## config.mk

```make
export PLATFORM = sky130hd
export DESIGN_NAME = tsd_ram
export DESIGN_NICKNAME = d
export VERILOG_FILES = /design/src/rtl/core/tsd_ram.sv
export SDC_FILE = /design/constraint.sdc
export NUM_CORES = 1
export LEC_CHECK = 0
export BUFFER_PORTS_ARGS = -buffer_cell sky130_fd_sc_hd__buf_2
export CORE_ASPECT_RATIO = 0.7
export CORE_UTILIZATION = 55
export DETAILED_ROUTE_END_ITERATION = 16
export HOLD_SLACK_MARGIN = 0.15
export PLACE_DENSITY = 0.71
export RECOVER_POWER = 100
export SYNTH_ARGS = -nofsm -noshare
export SYNTH_HDL_FRONTEND = slang
export SYNTH_SLANG_ARGS = --single-unit
export TNS_END_PERCENT = 5
```

## constraint.sdc

```tcl
create_clock -name clk -period 2.95 [get_ports clk]
set_input_delay 0.1475 -clock clk [delete_from_list [all_inputs] [get_ports clk]]
set_output_delay 0.1475 -clock clk [all_outputs]
set_load 0.01 [all_outputs]
```

## src/rtl/core/tsd_ram.sv

```systemverilog
// Generic single-port RAM with registered read data.
// No dependencies.
`default_nettype none

module tsd_ram #(
	parameter int unsigned WIDTH = 8,
	parameter int unsigned DEPTH = 64
) (
	input  wire logic                                       clk,
	input  wire logic                                       we,
	input  wire logic [((DEPTH > 1) ? $clog2(DEPTH) : 1)-1:0] addr,
	input  wire logic [WIDTH-1:0]                           wdata,
	output logic      [WIDTH-1:0]                           rdata
);

	logic [WIDTH-1:0] mem [DEPTH];

	always_ff @(posedge clk) begin
		if (we) begin
			mem[addr] <= wdata;
		end
		rdata <= mem[addr];
	end

endmodule

`default_nettype wire

```

==> impl_metrics.tcl <==
set metrics [dict create \
    critical-path-slowest-cell "clkbuf_1" \
    cts_htree_levels 2 \
    wire_per_inst_um 29.10 \
    fin_cells 1825 \
    place_inst 1739 \
    remaining_drc_errors 0 \
    worst_setup_start_kind "input pin" \
    initial_antenna_violation_count 0 \
    routabilityCongestion 0.9251 \
    worst-endpoint-arrival_ns 2.81 \
    worst_slew_pin_slew_ns 2.461 \
    crit_path_max_incr_delay_ns 0.59 \
    floorplan.io_pins 24 \
    hold-path-cell-count 4 \
    synth_enable_flop_cells 512 \
    grt_start_max_net_pins 65 \
    finalSetupViolations 0 \
    wl_met2_mm 22.49 \
    seq_area_frac_synth_pct 75.97 \
    crit_path_cell_trace "buf_6 -> clkbuf_1 -> nand3_1 -> clkbuf_1 -> nor2_1 -> clkbuf_1" \
    final.period_utilization_pct 88.63 \
    cp_max_fo 50 \
    power_mw 15.32 \
    max_slew_margin_pct -64.05 \
    multiInputGateArea_um2 4509 \
    dr_wl_met3_mm 7.494 \
    die_h_um 163.3 \
    avg_cell_area_syn_um2 17.46 \
    r2r_start "mem[2][7]" \
    crit_path_frequent_cell "clkbuf_1" \
    finalSetupTns_ns 0 \
    cts.path.max_buffers 3 \
    synthArstFlopShare_pct 0 \
    layout.filler_cells 2604 \
    numPortBuffers 23 \
    cp-end-kind "flip-flop" \
    power.ir.vdd_worst_uv 541.3 \
    syn-cell-area_um2 20450 \
    critical_path.startpoint "addr[2]" \
    register_bit_count_reported_by_yosys 520 \
    failed_checks "capacitance limit, slew limit" \
    clkSinkCount 520 \
    placeableCoreArea_um2 36280 \
    report.final.hold_viol_count 0 \
    worst_skew_pair.late_latency_ns 0.56 \
    post-route-min-period_ns 2.615 \
    ys_top_cells_by_area "edfxtp_1, mux4_2, mux2i_1, nor2_1, a22oi_1" \
    drtIter0Drc 1956 \
    min_delay_worst_endpoint "rdata[0]" \
    fmaxAchievable_mhz 382.5 \
    dp_hpwl_mm 34.71 \
    synth_top_area_cell "edfxtp_1" \
    critical_path_class "in2reg" \
    rrSetupSlack_ns 0.65 \
    tritoncts.num_buffers 46 \
    drive_gt1_share_pct 15.61 \
    hold_slack_ns 0.2453 \
    most_frequent_cells_after_synthesis "edfxtp_1, nor2_1, mux2i_1" \
    floorplan.die.width_um 232.5 \
    synth_largest_type_area_fraction_pct 75.18 \
    clock_tree_from_tritoncts "done" \
    leakage_nw 7.498 \
    rr_endpoint "rdata[7]" \
    syn-instance-count 1171 \
    cts_root_buffer "clkbuf_16" \
    initial_core_util_pct 56.36 \
    final_antenna_net_count 0 \
    timing.clock.skew_ns 0.01016 \
    floorplan.rows 58 \
    regArea_um2 15530 \
    outcome "complete, but fails checks" \
    globalRouteTotalUtil_pct 28.58 \
    flow.area_growth_from_synthesis_pct 13.39 \
    timing.reg2reg.worst_path_depth 5 \
    crit_required_ns 3.15 \
    post_cts_resized 0 \
    global_route.overflow_total 0 \
    yosysMostFrequentCell "edfxtp_1" \
    yosys_most_used_dff "edfxtp_1" \
    final_nets 1324 \
    yosysUniqueCellTypes 56 \
    cap_violations 7 \
    drt-total-wl_mm 53.10 \
    num_antenna_cells 0 \
    die_area_um2 37970 \
    final_max_slew_viols 280 \
    clk_transition_reported_paths_ns 0.06 \
    maxUsedRoutingLayer "met4" \
    postSynthNetCount 1187 \
    unrepaired_setup_endpoints_after_global_routing "false" \
    grt_first_pass_wirelength_mm 77.49 \
    num_vias 12080 \
    timing.hold.worst.start "addr[1]" \
    viasPerCell 6.619 \
    post_route_met1_wirelength_mm 21.95 \
    total_power_per_unit_cell_area_nw_per_um2 660.7 \
    via_count_of_the_first_global_routing_pass 11690 \
    min-delay-path-class "in2reg" \
    firstDrtPassIters 6 \
    ys_warn_count 0 \
]
[cell usage in the layout (no fill, tap or decap), drive strengths merged, types with 11 or more instances in the layout]
master    n
mux2     12
mux4     41
edfxtp  512
a221oi   21
mux2i    63
nand2b   24
nor2     82
buf      83
clkinv   18
nand2    45
nand3b   12
o21ai    11
o22a     11
o22ai    22
clkbuf  142
a221o    11
a31oi    15
a21oi    28
a22oi    40
[area by class of cell]
cell class	instances	area share [%]
inverters	3	0.04856
clock buffers	56	5.401
clock inverters	29	1.344
flip-flops and latches	520	66.99
well taps	480	2.590
repair buffers	170	4.176
multi-input cells	567	19.45
[power by group]
| part | switching [mW] | internal (mW) | total, mW |
|---|---|---|---|
| sequential | 0.0201 | 8.18 | 8.20 |
| clock | 2.60 | 3.63 | 6.23 |
| combinational | 0.600 | 0.285 | 0.885 |
| total | 3.22 | 12.1 | 15.3 |
[flip-flops by register name, summed over array words and instances (netlist names)]
signal / flops
rdata: 8
mem: 512
[critical path, delay by kind of cell]
family        cells  cell delay (ns)
simple gates      2             0.55
buf+inv           4             2.07
[how the worst max path moves through the flow]
| stage | to | slack, ns | cells past startpoint |
|---|---|---|---|
| after floorplan | mem[13][0] | 0.70 | 7 |
| after global placement | rdata[1] | 0.31 | 9 |
| after detailed placement | rdata[1] | 0.31 | 9 |
| after CTS | rdata[7] | 0.63 | 5 |
| after global routing | mem[1][0] | 0.29 | 7 |
| final | mem[52][2] | 0.34 | 6 |
[what timing repair did]
item / 4_1_cts / 5_1_grt
setup buffers: 0 / 0
hold buffers: 1 / 0
endpoints found under the hold margin: 24 / 0
[per-stage QoR]
step / worst slack (ns) / utilization [%] / instance area [um2]
global route: 0.2917 / 63.91 / 23190
floorplan: 0.7037 / - / 20450
CTS: 0.6324 / 64.68 / 23470
detailed placement: 0.3116 / 60.34 / 21890
finish: 0.3354 / 63.91 / 23190
global placement: 0.3055 / 60.34 / 21890
[routing by layer]
| layer | GRT usage, % | vias to the layer above |
|---|---|---|
| met1 | 44.92 | 6091 |
| met5 | 0 | - |
| li1 | - | 5037 |
| met3 | 6.896 | 95 |
| met4 | 7.160 | 0 |
| met2 | 40.11 | 857 |
[cells by family (layout without fill, tap and decap cells)]
kind of cell / after synthesis / count (layout) / synth area share [%]
DFF: 520 / 520 / 75.97
and+or+nand+nor: 229 / 229 / 5.715
buffers and inverters: 84 / 258 / 1.982
muxes: 116 / 116 / 8.260
AOI/OAI and AO/OA: 222 / 222 / 8.076
Power figures use the tool's default switching activity.
