File: src/rtl/core/tsd_pkg.sv
// Shared types and constants for the tableau substitution decipher.
// No dependencies; every other file but tsd_ram takes its names from here.
`default_nettype none

package tsd_pkg;

	localparam int unsigned ALPHABET_SIZE_DEF = 94;
	localparam int unsigned KEY_LENGTH_DEF    = 54;

	// position + message_length needs one bit more than either
	localparam int unsigned SUM_W = 17;

	localparam logic [7:0] STORE_OFFSET = 8'h7f;
	localparam logic [7:0] CHAR_BASE    = 8'd33;

	typedef enum logic [1:0] {
		KIND_TABLEAU  = 2'd0,
		KIND_KEY      = 2'd1,
		KIND_DECIPHER = 2'd2
	} kind_t;

	typedef struct packed {
		logic       tab_load;
		logic       key_load;
		logic       decipher;
		logic [6:0] row;
		logic [6:0] column;
		logic [7:0] value;
		logic [7:0] cipher;
	} item_t;

	typedef struct packed {
		logic       wr;
		logic       rd;
		logic [6:0] row;
		logic [6:0] column;
		logic [7:0] value;
		logic [7:0] cipher;
	} tab_req_t;

endpackage

`default_nettype wire

File: src/rtl/core/tsd_key_index.sv
// Key index unit: (position + length) mod KEY_LENGTH over two register stages.
// Depends on tsd_pkg.
`default_nettype none

module tsd_key_index #(
	parameter int unsigned KEY_LENGTH = tsd_pkg::KEY_LENGTH_DEF
) (
	input  wire logic                                               clk,
	input  wire logic                                               arst_n,
	input  wire logic                                               vld_i,
	input  wire tsd_pkg::item_t                                     item_i,
	input  wire logic [tsd_pkg::SUM_W-1:0]                          sum_i,
	output logic                                                    vld_o,
	output tsd_pkg::item_t                                          item_o,
	output logic [((KEY_LENGTH > 1) ? $clog2(KEY_LENGTH) : 1)-1:0] kidx_o
);

	localparam int unsigned SUM_W       = tsd_pkg::SUM_W;
	localparam int unsigned KIDX_W      = (KEY_LENGTH > 1) ? $clog2(KEY_LENGTH) : 1;
	localparam int unsigned RECIP_SHIFT = SUM_W + 8;
	localparam int unsigned PROD_W      = SUM_W + RECIP_SHIFT + 1;
	localparam logic [RECIP_SHIFT:0] RECIP = (RECIP_SHIFT+1)'((64'd1 << RECIP_SHIFT) / KEY_LENGTH);

	logic [PROD_W-1:0] prod;
	logic              vld_s2;
	tsd_pkg::item_t    item_s2;
	logic [SUM_W-1:0]  sum_s2;
	logic [SUM_W-1:0]  quot_s2;
	logic [SUM_W-1:0]  rem_raw;
	logic [SUM_W-1:0]  rem_fix;

	// quotient estimate, low by at most one
	assign prod = PROD_W'(sum_i) * PROD_W'(RECIP);

	always_ff @(posedge clk or negedge arst_n) begin
		if (!arst_n) begin
			vld_s2 <= 1'b0;
		end else begin
			vld_s2 <= vld_i;
		end
	end

	always_ff @(posedge clk) begin
		item_s2 <= item_i;
		sum_s2  <= sum_i;
		quot_s2 <= prod[RECIP_SHIFT +: SUM_W];
	end

	always_comb begin
		rem_raw = sum_s2 - SUM_W'(quot_s2 * SUM_W'(KEY_LENGTH));
		rem_fix = (rem_raw >= SUM_W'(KEY_LENGTH)) ? rem_raw - SUM_W'(KEY_LENGTH) : rem_raw;
	end

	always_ff @(posedge clk or negedge arst_n) begin
		if (!arst_n) begin
			vld_o <= 1'b0;
		end else begin
			vld_o <= vld_s2;
		end
	end

	always_ff @(posedge clk) begin
		item_o <= item_s2;
		kidx_o <= KIDX_W'(rem_fix);
	end

endmodule

`default_nettype wire

File: config.mk
export PLATFORM = sky130hd
export DESIGN_NAME = tsd_key_index
export DESIGN_NICKNAME = d
export VERILOG_FILES = /design/src/rtl/core/tsd_pkg.sv /design/src/rtl/core/tsd_key_index.sv
export SDC_FILE = /design/constraint.sdc
export NUM_CORES = 1
export LEC_CHECK = 0
export BUFFER_PORTS_ARGS = -buffer_cell sky130_fd_sc_hd__clkbuf_2
export CAP_MARGIN = 20
export CORE_MARGIN = 3
export CORE_UTILIZATION = 42
export CTS_CLUSTER_SIZE = 10
export DETAILED_ROUTE_END_ITERATION = 8
export PLACE_DENSITY = 0.62
export SETUP_SLACK_MARGIN = 0.02
export SLEW_MARGIN = 10
export SYNTH_ARGS = -nofsm -noshare
export SYNTH_HDL_FRONTEND = slang
export SYNTH_SLANG_ARGS = --single-unit
File: constraint.sdc
create_clock -name clk -period 12.9 [get_ports clk]
set_input_delay 0.645 -clock clk [delete_from_list [all_inputs] [get_ports clk]]
set_output_delay 0.645 -clock clk [all_outputs]
set_load 0.01 [all_outputs]
==> flow_summary_export.csv <==
group,metric,value,unit
yosys,synth_top_cell_by_area,"fa_1",
yosys,yosysTopAreaCellShare,26.3,%
critical_path,cpPeakStageDelay,0.62,ns
global_route,grt.total_usage,15.6,%
critical_path,critPathArrivalTime,5.95,ns
sta,worstMarginPinSlew,0.527,ns
sta,tns,0,ns
floorplanning,boundaryPins,93,
cts,cts.clk_slew.worst_paths,0.08,ns
drt,drtIter0Drc,267,
sta,max_clock_freq,175,MHz
yosys,ys_seq_elements,103,
yosys,synthDistinctLibCells,64,
critical_path,cp-start-kind,"input pin",
yosys,synth-main-ff-cell,"dfxtp_1",
yosys,synth-seq-area-share,23.3,%
critical_path,r2r_start,"quot_s2[4]$_DFF_P_",
yosys,synth-edff-count,0,
sta,fin_worst_skew,0.00732,ns
critical_path,r2r_cells,22,
critical_path,crit_fanout,7,
critical_path,r2r_slack,7.19,ns
yosys,synthTopCellsByArea,"fa_1, ha_1, dfxtp_1",
cts,cts.sinks,103,
final_layout,post_route_cells_drive_above_1_share,13.2,%
critical_path,required,13.15,ns
floorplanning,rows,52,
critical_path,critPathCaptureType,"flip-flop",
cts,postCtsHoldBufs,0,
critical_path,crit_chain,"clkbuf_2 -> fa_1 -> inv_1 -> fa_1 -> inv_1 -> fa_1 -> fa_1 -> fa_1 -> fa_1 -> ha_1 -> o2111ai_1 -> nor3_1 -> a22oi_1 -> nand4b_1 -> a31o_2 -> a31oi_1 -> a21boi_0 -> o31a_1",
min_path,hp-class,"in -> async",
global_route,grt_pass1_vias,5751,
drt,drt_first_pass_iters,4,
global_route,overflow,0,
floorplanning,die_area,23000,sq um
placed_design,place_congestion,0.876,
run,drv_cap,0,
floorplanning,start_util,43.4,%
floorplanning,fp.dieW,152,um
drt,drt_wl_total,17.1,mm
drt,postRouteAntennaNets,0,
critical_path,crit_top_cell,"fa_1",
sta,post-route-period-util,44.3,%
cts,cts_resized,0,
cts,clockRootBuffer,"clkbuf_16",
critical_path,r2r-end,"kidx_o[2]$_DFF_P_",
final_layout,nNetsFinal,1267,
cts,insertion_delay,0.35,ns
critical_path,crit_type,"in -> reg",
floorplanning,die_h,152,um
yosys,netlist_area,8890,sq um
yosys,syn_nets,1166,
placed_design,dp_hpwl,14.9,mm
yosys,synth.avg_cell_area,10.8,sq um
drt,via_per_inst,4.82,
drt,wire_per_inst,14.3,um
sta,grt_setup_unrepaired,"no",
cts,post_cts_buffers,0,
cts,cts_buffers,9,
global_route,grt_pass1_wl,27.9,mm
sta,setup_viol,0,
sta,min_period,5.71,ns
placed_design,buffer_ports.inserted,92,
cts,tritoncts,"yes",
final_layout,n_antenna_cell,0,
yosys,ys_warn_count,0,
floorplanning,core-area,20500,sq um
global_route,grt_max_degree,22,
sta,hold_viol,0,
global_route,antenna_found_initial,0,
yosys,syn-instance-count,824,
yosys,async_reset_ff_share,1.94,%
sta,relSlewSlack,64.0,%
critical_path,crit_slowest_cell,"fa_1",
cts,cts-htree-levels,3,
status,status,"completed",
sta,finalMaxSlewViolations,0,
drt,vias,5779,
final_layout,area_growth,12.4,%
cts,cts.path.max_buffers,2,
drt,drc,0,
## Yosys cell counts (2+ instances only)
library cell  count
inv_1           195
ha_1            172
fa_1            117
dfxtp_1         101
a21oi_1          21
o21ai_0          21
nor2_1           19
xnor2_1          18
nand2_1          17
xor2_1           14
nand2b_1          8
nand3_1           8
a31oi_1           7
nor3_1            7
o21a_1            6
a21o_1            5
o2111ai_1         5
o21bai_1          5
a211oi_1          4
nand4_1           4
nor2b_1           4
or3_1             4
a21boi_0          3
a22oi_1           3
o41ai_1           3
or4_1             3
a31o_2            2
and2_1            2
and4_1            2
clkbuf_1          2
dfrtp_1           2
mux2i_1           2
nor3b_1           2
nor4_2            2
o221ai_1          2
o311ai_0          2
o31a_1            2
or2_2             2
## kinds of logic (layout without fill, tap and decap cells)
group	after synthesis	count (layout)	synth area share, %
fa+ha+maj	289	289	50.5
simple gates	89	89	5.39
mux	3	3	0.352
xor+xnor	32	32	3.15
compound gates	111	111	8.97
buf+inv	197	303	8.31
flops	103	103	23.3
## worst max-delay path: cells and delay by family
kind / cells / cell delay, ns
AO/OA/AOI/OAI: 6 / 1.25
adder cells (fa/ha/maj): 7 / 3.44
buffers and inverters: 3 / 0.33
AND/OR/NAND/NOR: 2 / 0.28
## sequential cells by signal (all words and copies together), names as in the netlist
name,count
item_s2,33
quot_s2,12
kidx_o,6
sum_s2,17
item_o,33
vld_s2,1
vld_o,1
## final cells by class
class / count / area (sq um)
clock inverter: 7 / 86.3
tap: 270 / 338
timing repair buffer: 92 / 460
inverter: 195 / 732
sequential: 103 / 2070
fill: 1914 / 10500
multi-input combinational: 524 / 6080
clock buffer: 9 / 225
## layout by cell type (no fill, tap or decap), types with 6 or more instances in the layout
master,synthesis,routed
a31oi_1,7,7
o21ai_0,21,21
xor2_1,14,14
nand2_1,17,17
clkbuf_2,0,92
nor3_1,7,7
dfxtp_1,101,101
fa_1,117,117
clkbuf_16,0,9
xnor2_1,18,18
ha_1,172,172
a21oi_1,21,21
o21a_1,6,6
nor2_1,19,19
inv_1,195,195
nand3_1,8,8
nand2b_1,8,8
## worst max path at each step
| stage | slack [ns] | to | cells past startpoint | from |
|---|---|---|---|---|
| 2_1_floorplan | 7.32 | quot_s2[9]$_DFF_P_ | 17 | sum_i[8] |
| 3_3_place_gp | 6.90 | quot_s2[9]$_DFF_P_ | 18 | sum_i[8] |
| 3_5_place_dp | 6.78 | quot_s2[9]$_DFF_P_ | 18 | sum_i[5] |
| 4_1_cts | 7.14 | kidx_o[2]$_DFF_P_ | 22 | quot_s2[4]$_DFF_P_ |
| 5_1_grt | 6.85 | kidx_o[2]$_DFF_P_ | 21 | quot_s2[6]$_DFF_P_ |
| 6_report | 7.19 | quot_s2[6]$_DFF_P_ | 18 | sum_i[5] |
## routing by layer
metal	global-route usage (%)	wire [um]
met1	23.2	8630
met2	24.4	7300
met3	2.47	1010
met4	3.19	171
met5	0	0
## stage by stage
| stage | util [%] | instances | worst slack [ns] | cell area, sq um | hold WS, ns |
|---|---|---|---|---|---|
| 3_3_place_gp | 47.3 | 1184 | 6.90 | 9690 | 0.310 |
| 3_5_place_dp | 47.3 | 1184 | 6.78 | 9690 | 0.312 |
| 4_1_cts | 48.8 | 1200 | 7.14 | 10000 | 0.0598 |
| 2_1_floorplan | - | 824 | 7.32 | 8890 | 0.310 |
| 5_1_grt | 48.8 | 1200 | 6.85 | 10000 | 0.0609 |
| 6_report | 48.8 | 1200 | 7.19 | 10000 | 0.0726 |
Power is left out: the tool's default activity adds up to more than one toggle a clock period on the data nets, which glitch-free logic cannot reach.
